### src/rtl/bbbc_pkg.sv
package bbbc_pkg;

    // averaging window length in samples
    localparam int WINDOW       = 100000;

    // field widths
    localparam int ADC_W        = 12;
    localparam int CUR_W        = 13;
    localparam int MEAN_W       = 13;
    localparam int CFG_IDX_W    = 2;
    localparam int CFG_DATA_W   = 12;

    localparam int ADC_MAX      = 4095;
    localparam int SOFT_CURRENT = 10;

    // window counter and sum widths follow from the window length
    localparam int CNT_W        = $clog2(WINDOW + 1);
    localparam int VSUM_W       = $clog2(64'(ADC_MAX) * 64'(WINDOW) + 64'd1);
    localparam int ISUM_W       = VSUM_W + 1;

    // divide by window: multiply by rounded-up reciprocal, then shift
    localparam int RSHIFT       = VSUM_W + $clog2(WINDOW);
    localparam longint unsigned RECIP =
        ((64'd1 << RSHIFT) + 64'(WINDOW) - 64'd1) / 64'(WINDOW);
    localparam int RECIP_W      = $clog2(RECIP + 64'd1);
    localparam int PROD_W       = VSUM_W + RECIP_W;

    // converter states
    typedef enum logic [2:0] {
        ST_BUCK_OFF   = 3'd0,
        ST_BUCK_SOFT  = 3'd1,
        ST_BUCK_ON    = 3'd2,
        ST_BOOST_OFF  = 3'd3,
        ST_BOOST_SOFT = 3'd4,
        ST_BOOST_ON   = 3'd5,
        ST_DISCHARGE  = 3'd6,
        ST_ALL_OFF    = 3'd7
    } t_conv_state;

    // configuration register indexes
    typedef enum logic [CFG_IDX_W-1:0] {
        CFG_TARGET  = 2'd0,
        CFG_ILIMIT  = 2'd1,
        CFG_OVLIMIT = 2'd2,
        CFG_RUN     = 2'd3
    } t_cfg_index;

    typedef struct packed {
        logic [ADC_W-1:0] target_voltage;
        logic [ADC_W-1:0] current_limit;
        logic [ADC_W-1:0] overvoltage_limit;
        logic             run_enable;
    } t_cfg;

    // load strobes for the mean divider stages
    typedef struct packed {
        logic load_prod;
        logic load_mean;
    } t_div_ctl;

endpackage

### src/rtl/bbbc_decide.sv
module bbbc_decide (
    input  logic [bbbc_pkg::ADC_W-1:0]        i_out_voltage,
    input  logic [bbbc_pkg::ADC_W-1:0]        i_in_voltage,
    input  logic signed [bbbc_pkg::CUR_W-1:0] i_current,
    input  bbbc_pkg::t_cfg                    i_cfg,
    output bbbc_pkg::t_conv_state             o_state
);

    logic over_current;
    logic over_soft;
    logic above_target;

    // limit compares on the signed inductor current
    assign over_current = i_current > $signed({1'b0, i_cfg.current_limit});
    assign over_soft    = i_current > $signed(bbbc_pkg::CUR_W'(bbbc_pkg::SOFT_CURRENT));
    assign above_target = i_out_voltage > i_cfg.target_voltage;

    // priority decision: disabled, overvoltage, overcurrent, regulation
    always_comb begin
        if (i_cfg.target_voltage == '0 || !i_cfg.run_enable) begin
            o_state = bbbc_pkg::ST_ALL_OFF;
        end else if (i_out_voltage > i_cfg.overvoltage_limit) begin
            o_state = bbbc_pkg::ST_DISCHARGE;
        end else if (over_current) begin
            o_state = (i_out_voltage > i_in_voltage) ? bbbc_pkg::ST_BOOST_OFF
                                                     : bbbc_pkg::ST_BUCK_OFF;
        end else if (i_cfg.target_voltage > i_in_voltage) begin
            if (above_target) begin
                o_state = over_soft ? bbbc_pkg::ST_BOOST_OFF : bbbc_pkg::ST_BOOST_SOFT;
            end else begin
                o_state = bbbc_pkg::ST_BOOST_ON;
            end
        end else begin
            if (above_target) begin
                o_state = over_soft ? bbbc_pkg::ST_BUCK_OFF : bbbc_pkg::ST_BUCK_SOFT;
            end else begin
                o_state = bbbc_pkg::ST_BUCK_ON;
            end
        end
    end

endmodule

### src/rtl/bbbc_accum.sv
module bbbc_accum (
    input  logic                               i_clk,
    input  logic                               i_rst_n,
    input  logic                               i_load,
    input  logic [bbbc_pkg::ADC_W-1:0]         i_out_voltage,
    input  logic [bbbc_pkg::ADC_W-1:0]         i_in_voltage,
    input  logic signed [bbbc_pkg::CUR_W-1:0]  i_current,
    input  logic                               i_boost_switch_on,
    input  logic                               i_buck_switch_on,
    input  bbbc_pkg::t_conv_state              i_state,
    output bbbc_pkg::t_conv_state              o_state,
    output logic                               o_close,
    output logic [bbbc_pkg::VSUM_W-1:0]        o_out_voltage_sum,
    output logic [bbbc_pkg::VSUM_W-1:0]        o_in_voltage_sum,
    output logic signed [bbbc_pkg::ISUM_W-1:0] o_out_current_sum,
    output logic signed [bbbc_pkg::ISUM_W-1:0] o_in_current_sum
);

    logic [bbbc_pkg::CNT_W-1:0]         r_count;
    logic [bbbc_pkg::VSUM_W-1:0]        r_ov_sum;
    logic [bbbc_pkg::VSUM_W-1:0]        r_iv_sum;
    logic signed [bbbc_pkg::ISUM_W-1:0] r_oc_sum;
    logic signed [bbbc_pkg::ISUM_W-1:0] r_ic_sum;
    bbbc_pkg::t_conv_state              r_prev_state;
    logic                               r_close;
    logic [bbbc_pkg::VSUM_W-1:0]        r_ov_snap;
    logic [bbbc_pkg::VSUM_W-1:0]        r_iv_snap;
    logic signed [bbbc_pkg::ISUM_W-1:0] r_oc_snap;
    logic signed [bbbc_pkg::ISUM_W-1:0] r_ic_snap;

    logic [bbbc_pkg::CNT_W:0]           n_count;
    logic                               n_close;
    logic [bbbc_pkg::VSUM_W-1:0]        n_ov_sum;
    logic [bbbc_pkg::VSUM_W-1:0]        n_iv_sum;
    logic signed [bbbc_pkg::ISUM_W-1:0] n_oc_sum;
    logic signed [bbbc_pkg::ISUM_W-1:0] n_ic_sum;
    logic                               out_gate;
    logic signed [bbbc_pkg::ISUM_W-1:0] cur_ext;

    // window counter and sums including this item
    assign n_count  = {1'b0, r_count} + (bbbc_pkg::CNT_W + 1)'(1);
    assign n_close  = n_count >= (bbbc_pkg::CNT_W + 1)'(bbbc_pkg::WINDOW);
    assign cur_ext  = bbbc_pkg::ISUM_W'(i_current);
    assign out_gate = i_boost_switch_on || (r_prev_state == bbbc_pkg::ST_BOOST_SOFT);
    assign n_ov_sum = r_ov_sum + bbbc_pkg::VSUM_W'(i_out_voltage);
    assign n_iv_sum = r_iv_sum + bbbc_pkg::VSUM_W'(i_in_voltage);
    assign n_oc_sum = out_gate ? r_oc_sum + cur_ext : r_oc_sum;
    assign n_ic_sum = i_buck_switch_on ? r_ic_sum + cur_ext : r_ic_sum;

    // running sums, counter and last state
    always_ff @(posedge i_clk) begin
        if (!i_rst_n) begin
            r_count      <= bbbc_pkg::CNT_W'(1);
            r_ov_sum     <= '0;
            r_iv_sum     <= '0;
            r_oc_sum     <= '0;
            r_ic_sum     <= '0;
            r_prev_state <= bbbc_pkg::ST_ALL_OFF;
            r_close      <= 1'b0;
        end else if (i_load) begin
            r_prev_state <= i_state;
            r_close      <= n_close;
            if (n_close) begin
                r_count  <= '0;
                r_ov_sum <= '0;
                r_iv_sum <= '0;
                r_oc_sum <= '0;
                r_ic_sum <= '0;
            end else begin
                r_count  <= n_count[bbbc_pkg::CNT_W-1:0];
                r_ov_sum <= n_ov_sum;
                r_iv_sum <= n_iv_sum;
                r_oc_sum <= n_oc_sum;
                r_ic_sum <= n_ic_sum;
            end
        end
    end

    // closing sums handed to the dividers
    always_ff @(posedge i_clk) begin
        if (i_load && n_close) begin
            r_ov_snap <= n_ov_sum;
            r_iv_snap <= n_iv_sum;
            r_oc_snap <= n_oc_sum;
            r_ic_snap <= n_ic_sum;
        end
    end

    assign o_state           = r_prev_state;
    assign o_close           = r_close;
    assign o_out_voltage_sum = r_ov_snap;
    assign o_in_voltage_sum  = r_iv_snap;
    assign o_out_current_sum = r_oc_snap;
    assign o_in_current_sum  = r_ic_snap;

endmodule

### src/rtl/bbbc_mean_div.sv
module bbbc_mean_div (
    input  logic                               i_clk,
    input  logic                               i_rst_n,
    input  bbbc_pkg::t_div_ctl                 i_ctl,
    input  logic signed [bbbc_pkg::ISUM_W-1:0] i_sum,
    output logic signed [bbbc_pkg::MEAN_W-1:0] o_mean
);

    logic [bbbc_pkg::PROD_W-1:0]        r_prod;
    logic                               r_neg;
    logic signed [bbbc_pkg::MEAN_W-1:0] r_mean;

    logic signed [bbbc_pkg::ISUM_W-1:0] neg_sum;
    logic [bbbc_pkg::VSUM_W-1:0]        mag;
    logic [bbbc_pkg::RECIP_W-1:0]       recip;
    logic [bbbc_pkg::PROD_W-1:0]        n_prod;
    logic [bbbc_pkg::MEAN_W-2:0]        quot;
    logic signed [bbbc_pkg::MEAN_W-1:0] quot_s;
    logic signed [bbbc_pkg::MEAN_W-1:0] n_mean;

    // magnitude times reciprocal of the window
    assign neg_sum = -i_sum;
    assign mag     = i_sum[bbbc_pkg::ISUM_W-1] ? neg_sum[bbbc_pkg::VSUM_W-1:0]
                                               : i_sum[bbbc_pkg::VSUM_W-1:0];
    assign recip   = bbbc_pkg::RECIP_W'(bbbc_pkg::RECIP);
    assign n_prod  = mag * recip;

    always_ff @(posedge i_clk) begin
        if (i_ctl.load_prod) begin
            r_prod <= n_prod;
            r_neg  <= i_sum[bbbc_pkg::ISUM_W-1];
        end
    end

    // shift out the fraction, restore sign (truncates toward zero)
    assign quot   = r_prod[bbbc_pkg::RSHIFT +: (bbbc_pkg::MEAN_W - 1)];
    assign quot_s = $signed({1'b0, quot});
    assign n_mean = r_neg ? -quot_s : quot_s;

    always_ff @(posedge i_clk) begin
        if (!i_rst_n) begin
            r_mean <= '0;
        end else if (i_ctl.load_mean) begin
            r_mean <= n_mean;
        end
    end

    assign o_mean = r_mean;

endmodule

### src/rtl/buck_boost_bang_bang_controller.sv
// Bang-bang buck/boost controller. Each input item is one set of ADC samples
// (output voltage, input voltage, current reference, raw current) plus two
// switch-sense bits; each item gives exactly one result with the chosen
// converter state and the latest window means. Items flow through a
// three-stage pipeline: decision and accumulation, reciprocal multiply for
// the means, and the result register. One item is accepted every cycle; the
// stages only hold back when the result register is full and not being
// taken, and empty stages are filled even then. The means are the truncated
// averages over a window of bbbc_pkg::WINDOW samples (the first window after
// reset holds one sample fewer) and are zero until the first window closes;
// means_updated marks the item that closed a window. Configuration must be
// written through a plain write port by the user only while no item is in
// flight; the block does not enforce this. No clearing pass follows reset.
module buck_boost_bang_bang_controller (
    input  logic                                i_clk,
    input  logic                                i_rst_n,
    input  logic                                i_cfg_we,
    input  logic [bbbc_pkg::CFG_IDX_W-1:0]      i_cfg_index,
    input  logic [bbbc_pkg::CFG_DATA_W-1:0]     i_cfg_data,
    input  logic                                i_in_valid,
    output logic                                o_in_ready,
    input  logic [bbbc_pkg::ADC_W-1:0]          i_out_voltage,
    input  logic [bbbc_pkg::ADC_W-1:0]          i_in_voltage,
    input  logic [bbbc_pkg::ADC_W-1:0]          i_current_offset,
    input  logic [bbbc_pkg::ADC_W-1:0]          i_current_raw,
    input  logic                                i_boost_switch_on,
    input  logic                                i_buck_switch_on,
    output logic                                o_out_valid,
    input  logic                                i_out_ready,
    output logic [2:0]                          o_converter_state,
    output logic [bbbc_pkg::ADC_W-1:0]          o_mean_out_voltage,
    output logic [bbbc_pkg::ADC_W-1:0]          o_mean_in_voltage,
    output logic signed [bbbc_pkg::MEAN_W-1:0]  o_mean_out_current,
    output logic signed [bbbc_pkg::MEAN_W-1:0]  o_mean_in_current,
    output logic                                o_means_updated
);

    bbbc_pkg::t_cfg        r_cfg;
    logic                  r_v1;
    logic                  r_v2;
    logic                  r_out_valid;
    bbbc_pkg::t_conv_state r2_state;
    logic                  r2_close;
    bbbc_pkg::t_conv_state r_conv_state;
    logic                  r_means_updated;

    logic                               en1;
    logic                               en2;
    logic                               en3;
    logic                               in_acc;
    logic signed [bbbc_pkg::CUR_W-1:0]  current;
    bbbc_pkg::t_conv_state              dec_state;
    bbbc_pkg::t_conv_state              s1_state;
    logic                               s1_close;
    logic [bbbc_pkg::VSUM_W-1:0]        ov_snap;
    logic [bbbc_pkg::VSUM_W-1:0]        iv_snap;
    logic signed [bbbc_pkg::ISUM_W-1:0] oc_snap;
    logic signed [bbbc_pkg::ISUM_W-1:0] ic_snap;
    bbbc_pkg::t_div_ctl                 div_ctl;
    logic signed [bbbc_pkg::MEAN_W-1:0] mean_ov;
    logic signed [bbbc_pkg::MEAN_W-1:0] mean_iv;

    // configuration registers
    always_ff @(posedge i_clk) begin
        if (!i_rst_n) begin
            r_cfg.target_voltage    <= '0;
            r_cfg.current_limit     <= bbbc_pkg::ADC_W'(bbbc_pkg::ADC_MAX);
            r_cfg.overvoltage_limit <= bbbc_pkg::ADC_W'(bbbc_pkg::ADC_MAX);
            r_cfg.run_enable        <= 1'b0;
        end else if (i_cfg_we) begin
            case (bbbc_pkg::t_cfg_index'(i_cfg_index))
                bbbc_pkg::CFG_TARGET:  r_cfg.target_voltage    <= i_cfg_data[bbbc_pkg::ADC_W-1:0];
                bbbc_pkg::CFG_ILIMIT:  r_cfg.current_limit     <= i_cfg_data[bbbc_pkg::ADC_W-1:0];
                bbbc_pkg::CFG_OVLIMIT: r_cfg.overvoltage_limit <= i_cfg_data[bbbc_pkg::ADC_W-1:0];
                bbbc_pkg::CFG_RUN:     r_cfg.run_enable        <= i_cfg_data[0];
                default: ;
            endcase
        end
    end

    // stage advance: a stage moves when it is empty or its successor moves
    assign en3        = !r_out_valid || i_out_ready;
    assign en2        = !r_v2 || en3;
    assign en1        = !r_v1 || en2;
    assign o_in_ready = en1;
    assign in_acc     = i_in_valid && en1;

    // inductor current from raw and reference samples
    assign current = $signed({1'b0, i_current_raw}) - $signed({1'b0, i_current_offset});

    bbbc_decide u_decide (
        .i_out_voltage (i_out_voltage),
        .i_in_voltage  (i_in_voltage),
        .i_current     (current),
        .i_cfg         (r_cfg),
        .o_state       (dec_state)
    );

    bbbc_accum u_accum (
        .i_clk             (i_clk),
        .i_rst_n           (i_rst_n),
        .i_load            (in_acc),
        .i_out_voltage     (i_out_voltage),
        .i_in_voltage      (i_in_voltage),
        .i_current         (current),
        .i_boost_switch_on (i_boost_switch_on),
        .i_buck_switch_on  (i_buck_switch_on),
        .i_state           (dec_state),
        .o_state           (s1_state),
        .o_close           (s1_close),
        .o_out_voltage_sum (ov_snap),
        .o_in_voltage_sum  (iv_snap),
        .o_out_current_sum (oc_snap),
        .o_in_current_sum  (ic_snap)
    );

    // divider strobes follow the item that closed the window
    assign div_ctl.load_prod = en2 && r_v1 && s1_close;
    assign div_ctl.load_mean = en3 && r_v2 && r2_close;

    bbbc_mean_div u_div_ov (
        .i_clk   (i_clk),
        .i_rst_n (i_rst_n),
        .i_ctl   (div_ctl),
        .i_sum   ($signed({1'b0, ov_snap})),
        .o_mean  (mean_ov)
    );

    bbbc_mean_div u_div_iv (
        .i_clk   (i_clk),
        .i_rst_n (i_rst_n),
        .i_ctl   (div_ctl),
        .i_sum   ($signed({1'b0, iv_snap})),
        .o_mean  (mean_iv)
    );

    bbbc_mean_div u_div_oc (
        .i_clk   (i_clk),
        .i_rst_n (i_rst_n),
        .i_ctl   (div_ctl),
        .i_sum   (oc_snap),
        .o_mean  (o_mean_out_current)
    );

    bbbc_mean_div u_div_ic (
        .i_clk   (i_clk),
        .i_rst_n (i_rst_n),
        .i_ctl   (div_ctl),
        .i_sum   (ic_snap),
        .o_mean  (o_mean_in_current)
    );

    // pipeline valid bits
    always_ff @(posedge i_clk) begin
        if (!i_rst_n) begin
            r_v1        <= 1'b0;
            r_v2        <= 1'b0;
            r_out_valid <= 1'b0;
        end else begin
            if (en1) begin
                r_v1 <= i_in_valid;
            end
            if (en2) begin
                r_v2 <= r_v1;
            end
            if (en3) begin
                r_out_valid <= r_v2;
            end
        end
    end

    // state and window flag carried along with the item
    always_ff @(posedge i_clk) begin
        if (en2 && r_v1) begin
            r2_state <= s1_state;
            r2_close <= s1_close;
        end
        if (en3 && r_v2) begin
            r_conv_state    <= r2_state;
            r_means_updated <= r2_close;
        end
    end

    assign o_out_valid        = r_out_valid;
    assign o_converter_state  = r_conv_state;
    assign o_means_updated    = r_means_updated;
    assign o_mean_out_voltage = mean_ov[bbbc_pkg::ADC_W-1:0];
    assign o_mean_in_voltage  = mean_iv[bbbc_pkg::ADC_W-1:0];

    // input stalls only when every stage holds an item and the result waits
    a_ready_only_when_full: assert property (@(posedge i_clk) disable iff (!i_rst_n)
        !o_in_ready |-> r_v1 && r_v2 && o_out_valid && !i_out_ready)
        else $error("input stalled while the pipeline has room");

    // means change only together with a window-closing result
    a_mean_voltage_update: assert property (@(posedge i_clk) disable iff (!i_rst_n)
        $past(i_rst_n) && !$stable(o_mean_out_voltage) |-> o_out_valid && o_means_updated)
        else $error("output voltage mean changed without a closed window");

    a_mean_current_update: assert property (@(posedge i_clk) disable iff (!i_rst_n)
        $past(i_rst_n) && !$stable(o_mean_in_current) |-> o_out_valid && o_means_updated)
        else $error("input current mean changed without a closed window");

endmodule

### config.mk
export PLATFORM = sky130hd
export DESIGN_NAME = buck_boost_bang_bang_controller
export DESIGN_NICKNAME = d
export VERILOG_FILES = /design/src/rtl/bbbc_pkg.sv /design/src/rtl/bbbc_decide.sv /design/src/rtl/bbbc_accum.sv /design/src/rtl/bbbc_mean_div.sv /design/src/rtl/buck_boost_bang_bang_controller.sv
export SDC_FILE = /design/constraint.sdc
export NUM_CORES = 2
export LEC_CHECK = 0
export BUFFER_PORTS_ARGS = -buffer_cell sky130_fd_sc_hd__buf_2
export CAP_MARGIN = 5
export CORE_ASPECT_RATIO = 0.6
export CORE_MARGIN = 4
export CORE_UTILIZATION = 30
export CTS_CLUSTER_SIZE = 12
export DETAILED_ROUTE_END_ITERATION = 8
export PLACE_DENSITY = 0.47
export SYNTH_ARGS = -nofsm -noshare
export SYNTH_HDL_FRONTEND = slang
export SYNTH_SLANG_ARGS = --single-unit
### constraint.sdc
create_clock -name i_clk -period 9.6 [get_ports i_clk]
set_input_delay 1.92 -clock i_clk [delete_from_list [all_inputs] [get_ports i_clk]]
set_output_delay 1.92 -clock i_clk [all_outputs]
set_load 0.01 [all_outputs]
; Word level (Yosys, flattened, before mapping)
; Index checks and enable logic that the tools add are counted.
; W data, S select, Z words.
[word_totals]
ff_bits = 585
input_bits = 69
[op_classes]
n_eq_ne = 4
n_addsub = 10
n_lt_le_gt_ge = 7
mux = 20
reduce_logical = 21
n_mul = 4
[ops]
columns = operator, count
row1 = $mul A29 B29 Y57 const B, 4
row2 = $mux W30, 4
row3 = $mux W29, 4
row4 = $add A30 B13 Y30, 2
row5 = $add A29 B12 Y29, 2
row6 = $neg A29 Y29, 2
row7 = $gt A12 B12 Y1, 4
row8 = $mux W13, 2
row9 = $neg A12 Y13, 2
row10 = $mux W3, 7
row11 = $add A17 B1 Y18 const B, 1
row12 = $ge A18 B17 Y1 const B, 1
row13 = $mux W17, 1
row14 = $gt A13 B13 Y1, 1
row15 = $gt A13 B5 Y1 const B, 1
row16 = $sub A12 B12 Y13, 1
row17 = $logic_not A12 Y1, 1
row18 = $reduce_and A2 Y1, 4
row19 = $logic_and A1 B1 Y1, 6
row20 = $logic_or A1 B1 Y1, 5
row21 = $eq A2 B2 Y1 const B, 2
row22 = $logic_not A1 Y1, 4
row23 = $eq A3 B3 Y1 const B, 1
row24 = $eq A2 B1 Y1 const B, 1
row25 = other kinds (3), 3

; Longest topological paths before layout
[depth]
depth_word = 8
mapped_depth = 34
depth_no_buf = 34

; Hierarchy
; Synthesis repeated with hierarchy kept, for this count alone.
[hier_totals]
hier_cells = 8372
area_unflattened_um2 = 81504.4
[modules_own_cells]
columns = module, seq_area_each_um2, n_inst, cells_per_inst, area_each_um2
row1 = bbbc_mean_div at u_div_ic, 650.6, 1, 1641, 16019.1
row2 = bbbc_mean_div at u_div_iv, 650.6, 1, 1607, 15872.7
row3 = bbbc_mean_div at u_div_oc, 650.6, 1, 1588, 15728.8
row4 = bbbc_mean_div at u_div_ov, 650.6, 1, 1563, 15628.7
row5 = bbbc_accum, 6326.1, 1, 1490, 14274.9
row6 = buck_boost_bang_bang_controller, 1041.0, 1, 264, 2347.3
row7 = bbbc_decide, 0.0, 1, 219, 1632.8

; Least setup slack after synthesis
; Ideal clock, no wire load.
[synth_path]
path_type = register to register
from = register u_accum.r_oc_snap, in the netlist u_accum.o_out_current_sum[9]
to = register u_div_oc.r_prod[55] (netlist name) (data pin)
period_less_slack_ns = 9.288
stages_incl_launch_ff = 29
setup_ns = 0.258
t_arrival_ns = 9.030
path_buffers = 0
slack_ns = 0.312
cell_sequence = edfxtp_1 or4_1 or4_1 or3_1 o31a_1 xor2_1 ha_1 inv_1 fa_1 fa_1 fa_1 inv_1 fa_1 fa_1 fa_1 inv_1 fa_1 inv_1 ha_1 nand4_1 or4_1 or4_1 o32ai_1 nor3_1 o21bai_1 a31o_2 a21o_1 a21oi_1 xnor2_1
[synth_between]
elab_chain_cells = 3
[synth_rtl]
columns = element, line_no
row1 = start: declaration, bbbc_accum.sv:28  ; logic signed [bbbc_pkg::ISUM_W-1:0] r_oc_snap;
row2 = start signal: assignment, bbbc_accum.sv:84  ; r_oc_snap <= n_oc_sum;
row3 = $neg A29 Y29, bbbc_mean_div.sv:22  ; assign neg_sum = -i_sum;
row4 = $mux W29 *, bbbc_mean_div.sv:23  ; assign mag = i_sum[bbbc_pkg::ISUM_W-1] ? neg_sum[bbbc_pkg::VSUM_W-1:0]
row5 = $mul A29 B29 Y57 *, bbbc_mean_div.sv:26  ; assign n_prod = mag * recip;
row6 = "net u_div_oc.n_prod, one bit", bbbc_mean_div.sv:16  ; logic [bbbc_pkg::PROD_W-1:0] n_prod;
row7 = end signal: assignment, bbbc_mean_div.sv:30  ; r_prod <= n_prod;
row8 = end: declaration, bbbc_mean_div.sv:9  ; logic [bbbc_pkg::PROD_W-1:0] r_prod;
; Mark *: on every way through the listed nets, which the timed path passes. The rest lies on a longest branch.
; A chain may end at the register's enable or synchronous reset.

; Final worst setup path
[layout_path]
from = register u_accum.r_oc_snap, in the netlist u_accum.o_out_current_sum[0]
to = register u_div_oc.r_prod[55] (netlist name) (data pin)
; Same word-level chain as after synthesis.

==> summary.txt <==
Power
  – Pwr Total: 5.041 mW
  – P_sw: 1.582 mW
  – VDD IR-drop max: 0.1400 mV
  – Leakage: 44.70 nW
  – Part of the power in the clock network: 39.6%
  – Net Sw Frac: 31.37%
  – Logic pwr share: 22.1%
  – Cell Int Power: 3.459 mW
  – Sequential power share: 38.3%
  – Power Density: 57.48 nW/um^2

Synth
  – Synth Cell Area: 78970 um^2
  – Sequential area share after synthesis: 12.50%
  – Synthesized net count: 10910
  – Mean Syn Cell Area: 9.932 um^2
  – Yosys Warn Count: 0
  – Number of library cell types mapped by synthesis: 82
  – EDFF count, synth: 176
  – Count of state elements after synthesis: 405
  – Async SR Flop Fraction: 0%
  – Cell count after synthesis: 7951
  – Synth Flop Type: dfxtp_1

CTS
  – Worst-path clk slew: 0.07 ns
  – Clock Root Buffer: clkbuf_16
  – CTS tree: built
  – Clk sinks: 405
  – CTS Buf Count: 49
  – H-tree depth: 2
  – Worst-Skew Late Latency: 0.68 ns
  – Clock Tree Buf Depth: 3
  – Hold_buf cts: 0

Hold path
  – Worst min-delay path class: register to register

Worst setup path
  – Crit. End Element: register
  – Worst path arrival time: 9.78 ns
  – Top delay family on crit path: adder cells
  – CP Max Fanout: 4
  – Worst EP required: 10.03 ns
  – Internal reg-to-reg setup slack: 0.24 ns
  – Crit start category: register
  – Setup Crit Path Kind: register to register
  – CP bufs+invs: 6
  – CP max stage delay: 0.62 ns
  – Most numerous cell on the critical path: fa_2
  – CP max-delay cell: fa_2

STA
  – Slew @ Worst Pin: 1.075 ns
  – Relative slew slack: 27.79%
  – Final setup margin: 0.2434 ns
  – Maximum clock frequency: 106.9 MHz
  – Max Slew Vio Count: 0
  – Tcrit/Tclk final: 97.46%
  – Final setup viols: 0
  – Crit path time final: 9.357 ns
  – Final hold violations: 0
  – Clock skew: 0.05621 ns

Placement
  – Pre-CTS setup slack: -0.1340 ns
  – RD Place Congestion: 0.9267
  – Post-DP HPWL: 207.4 mm
  – PortBufs: 124

Run status
  – Status: finished clean

Drt
  – Aggregate routed wire length: 239.4 mm
  – Antenna-violating nets left: 0
  – Routed vias/inst: 4.658
  – Wirelength per Cell: 20.35 um
  – Vias: 54830
  – 1st-pass router iterations: 5
  – Initial DRC Count: 3373
  – DRC errors left: 0

Layout
  – Area delta synth->final: 11.05%
  – Multi-input logic area: 61540 um^2
  – Fill cells: 26690
  – Seq. cell area: 9869 um^2
  – Final core utilization: 33.59%
  – Fin nets: 11230
  – Layout cells sized above 1: 7.387%

Floorplan
  – Starting Density: 30.25%
  – Ports: 125
  – Num rows: 145
  – Die Area: 271800 um^2
  – Die height: 405.4 um
  – CORE AREA: 261100 um^2
  – Die Wd: 670.4 um

Global route
  – Largest net degree at the start of global routing: 116
  – Vias in the first global route: 57750
  – Tot GR Track Use: 17.80%
  – Initial antenna violation count: 6
  – GR Overflow Total: 0
  – First-pass GRT wire length: 369.0 mm

Run
  – Max cap viols: 0
Yosys cell counts, types with 76 or more instances:
| master | instances | area, um^2 |
|---|---|---|
| a21boi_0 | 76 | 570.6 |
| a21o_1 | 180 | 1351 |
| a21oi_1 | 262 | 1311 |
| clkbuf_1 | 85 | 319.1 |
| dfxtp_1 | 229 | 4584 |
| edfxtp_1 | 176 | 5285 |
| fa_1 | 1237 | 24760 |
| ha_1 | 1654 | 20690 |
| inv_1 | 2048 | 7687 |
| nand2_1 | 345 | 1295 |
| nand3_1 | 110 | 550.5 |
| nor2_1 | 170 | 638.1 |
| nor2b_1 | 90 | 563.0 |
| o21ai_0 | 194 | 970.9 |
| xnor2_1 | 214 | 1874 |
| xor2_1 | 102 | 893.4 |
power by group through the flow:
stage	sequential, mW	clock [mW]	combinational (mW)
after floorplan	1.95	0	0.780
after detailed placement	1.97	0	1.10
final	1.93	2.00	1.11
after global routing	1.94	2.15	1.24
after global placement	1.97	0	1.09
after CTS	1.93	2.08	1.11
state kept, by name, indices dropped and copies added (netlist names), 3 cells and up:
signal	cells
u_div_ov.r_prod	12
u_div_ic.r_prod	12
u_div_iv.o_mean	12
u_div_ic.o_mean	13
u_accum.o_out_current_sum	30
u_accum.r_ic_sum	30
u_accum.o_in_current_sum	30
u_div_iv.r_prod	12
u_div_oc.o_mean	13
u_accum.r_iv_sum	29
r2_state	3
u_accum.r_count	17
u_div_ov.o_mean	12
u_accum.r_ov_sum	29
u_div_oc.r_prod	12
u_accum.o_state	3
o_converter_state	3
u_accum.r_oc_sum	30
u_accum.o_in_voltage_sum	29
r_cfg	37
u_accum.o_out_voltage_sum	29
logic make-up after synthesis:
| family | Yosys count | share of synthesized area [%] |
|---|---|---|
| multiplexers | 33 | 0.4611 |
| buffers and inverters | 2165 | 10.30 |
| XOR/XNOR | 317 | 3.525 |
| adder cells (fa/ha/maj) | 2891 | 57.56 |
| flip-flops | 405 | 12.50 |
| AO/OA/AOI/OAI | 1082 | 8.982 |
| AND/OR/NAND/NOR | 1058 | 6.667 |
worst paths after layout:
path,from,endpoint,cells past startpoint
worst max-delay path,u_accum.o_out_current_sum[0]$_DFFE_PP_,u_div_oc.r_prod[55]$_DFFE_PP_,32
worst min-delay path,r2_state[0]$_DFFE_PP_,o_converter_state[0]$_DFFE_PP_,0
worst max register to register,u_accum.o_out_current_sum[0]$_DFFE_PP_,u_div_oc.r_prod[55]$_DFFE_PP_,32
worst min register to register,r2_state[0]$_DFFE_PP_,o_converter_state[0]$_DFFE_PP_,0
worst register-to-register path: cells and delay by family (launching register included):
| kind | cells | cell delay [ns] |
|---|---|---|
| DFF | 1 | 0.40 |
| adders and majority gates | 10 | 4.41 |
| xor gates and xnor gates | 2 | 0.26 |
| and+or+nand+nor | 8 | 2.57 |
| buffers and inverters | 6 | 0.65 |
| AOI/OAI and AO/OA | 6 | 0.83 |
what timing repair did:
action | 4_1_cts | 5_1_grt
endpoints found under the hold margin | 0 | 0
pin swaps | 0 | 41
resized for setup | 10 | 98
buffers inserted | 0 | 8
setup endpoints to repair | 10 | 23
stage by stage:
step           area, um^2  hold slack, ns  TNS [ns]  cells
6_report            87690          0.4220         0  11770
5_1_grt             87690          0.4281   -0.1465  11770
4_1_cts             87170          0.4241         0  11760
3_5_place_dp        85450          0.4098   -0.6581  11670
3_3_place_gp        85450          0.4200   -0.1123  11670
2_1_floorplan       78970          0.4003         0   7951
routing by layer:
metal / GRT usage [%] / wire (um) / vias up
li1: - / - / 26290
met1: 29.93 / 134400 / 27300
met2: 23.72 / 88890 / 1107
met3: 2.452 / 12960 / 122
met4: 2.388 / 3162 / 0
met5: 0 / 0 / -
area by class of cell:
type	count	share of cell area (%)
inverter	2057	8.809
antenna	3	0.008561
sequential	405	11.25
timing repair buffer	377	2.912
clock buffer	65	1.571
tap	3454	4.928
clock inverter	27	0.3410
multi-input combinational	5381	70.18
cell usage in the layout (no fill, tap or decap), drive strengths merged, types with 26 or more instances in the layout:
cell type / instances
a21boi: 81
a21o: 180
a21oi: 262
a31oi: 34
and2: 46
and3: 46
buf: 377
clkbuf: 65
dfxtp: 229
edfxtp: 176
fa: 1237
ha: 1654
inv: 2058
mux2: 27
nand2: 346
nand2b: 38
nand3: 110
nand4: 53
nor2: 170
nor2b: 90
nor3: 45
o211ai: 44
o21a: 38
o21ai: 213
o21bai: 26
o31ai: 27
or3: 28
xnor2: 214
xor2: 103
(Power assumes the default switching activity.)
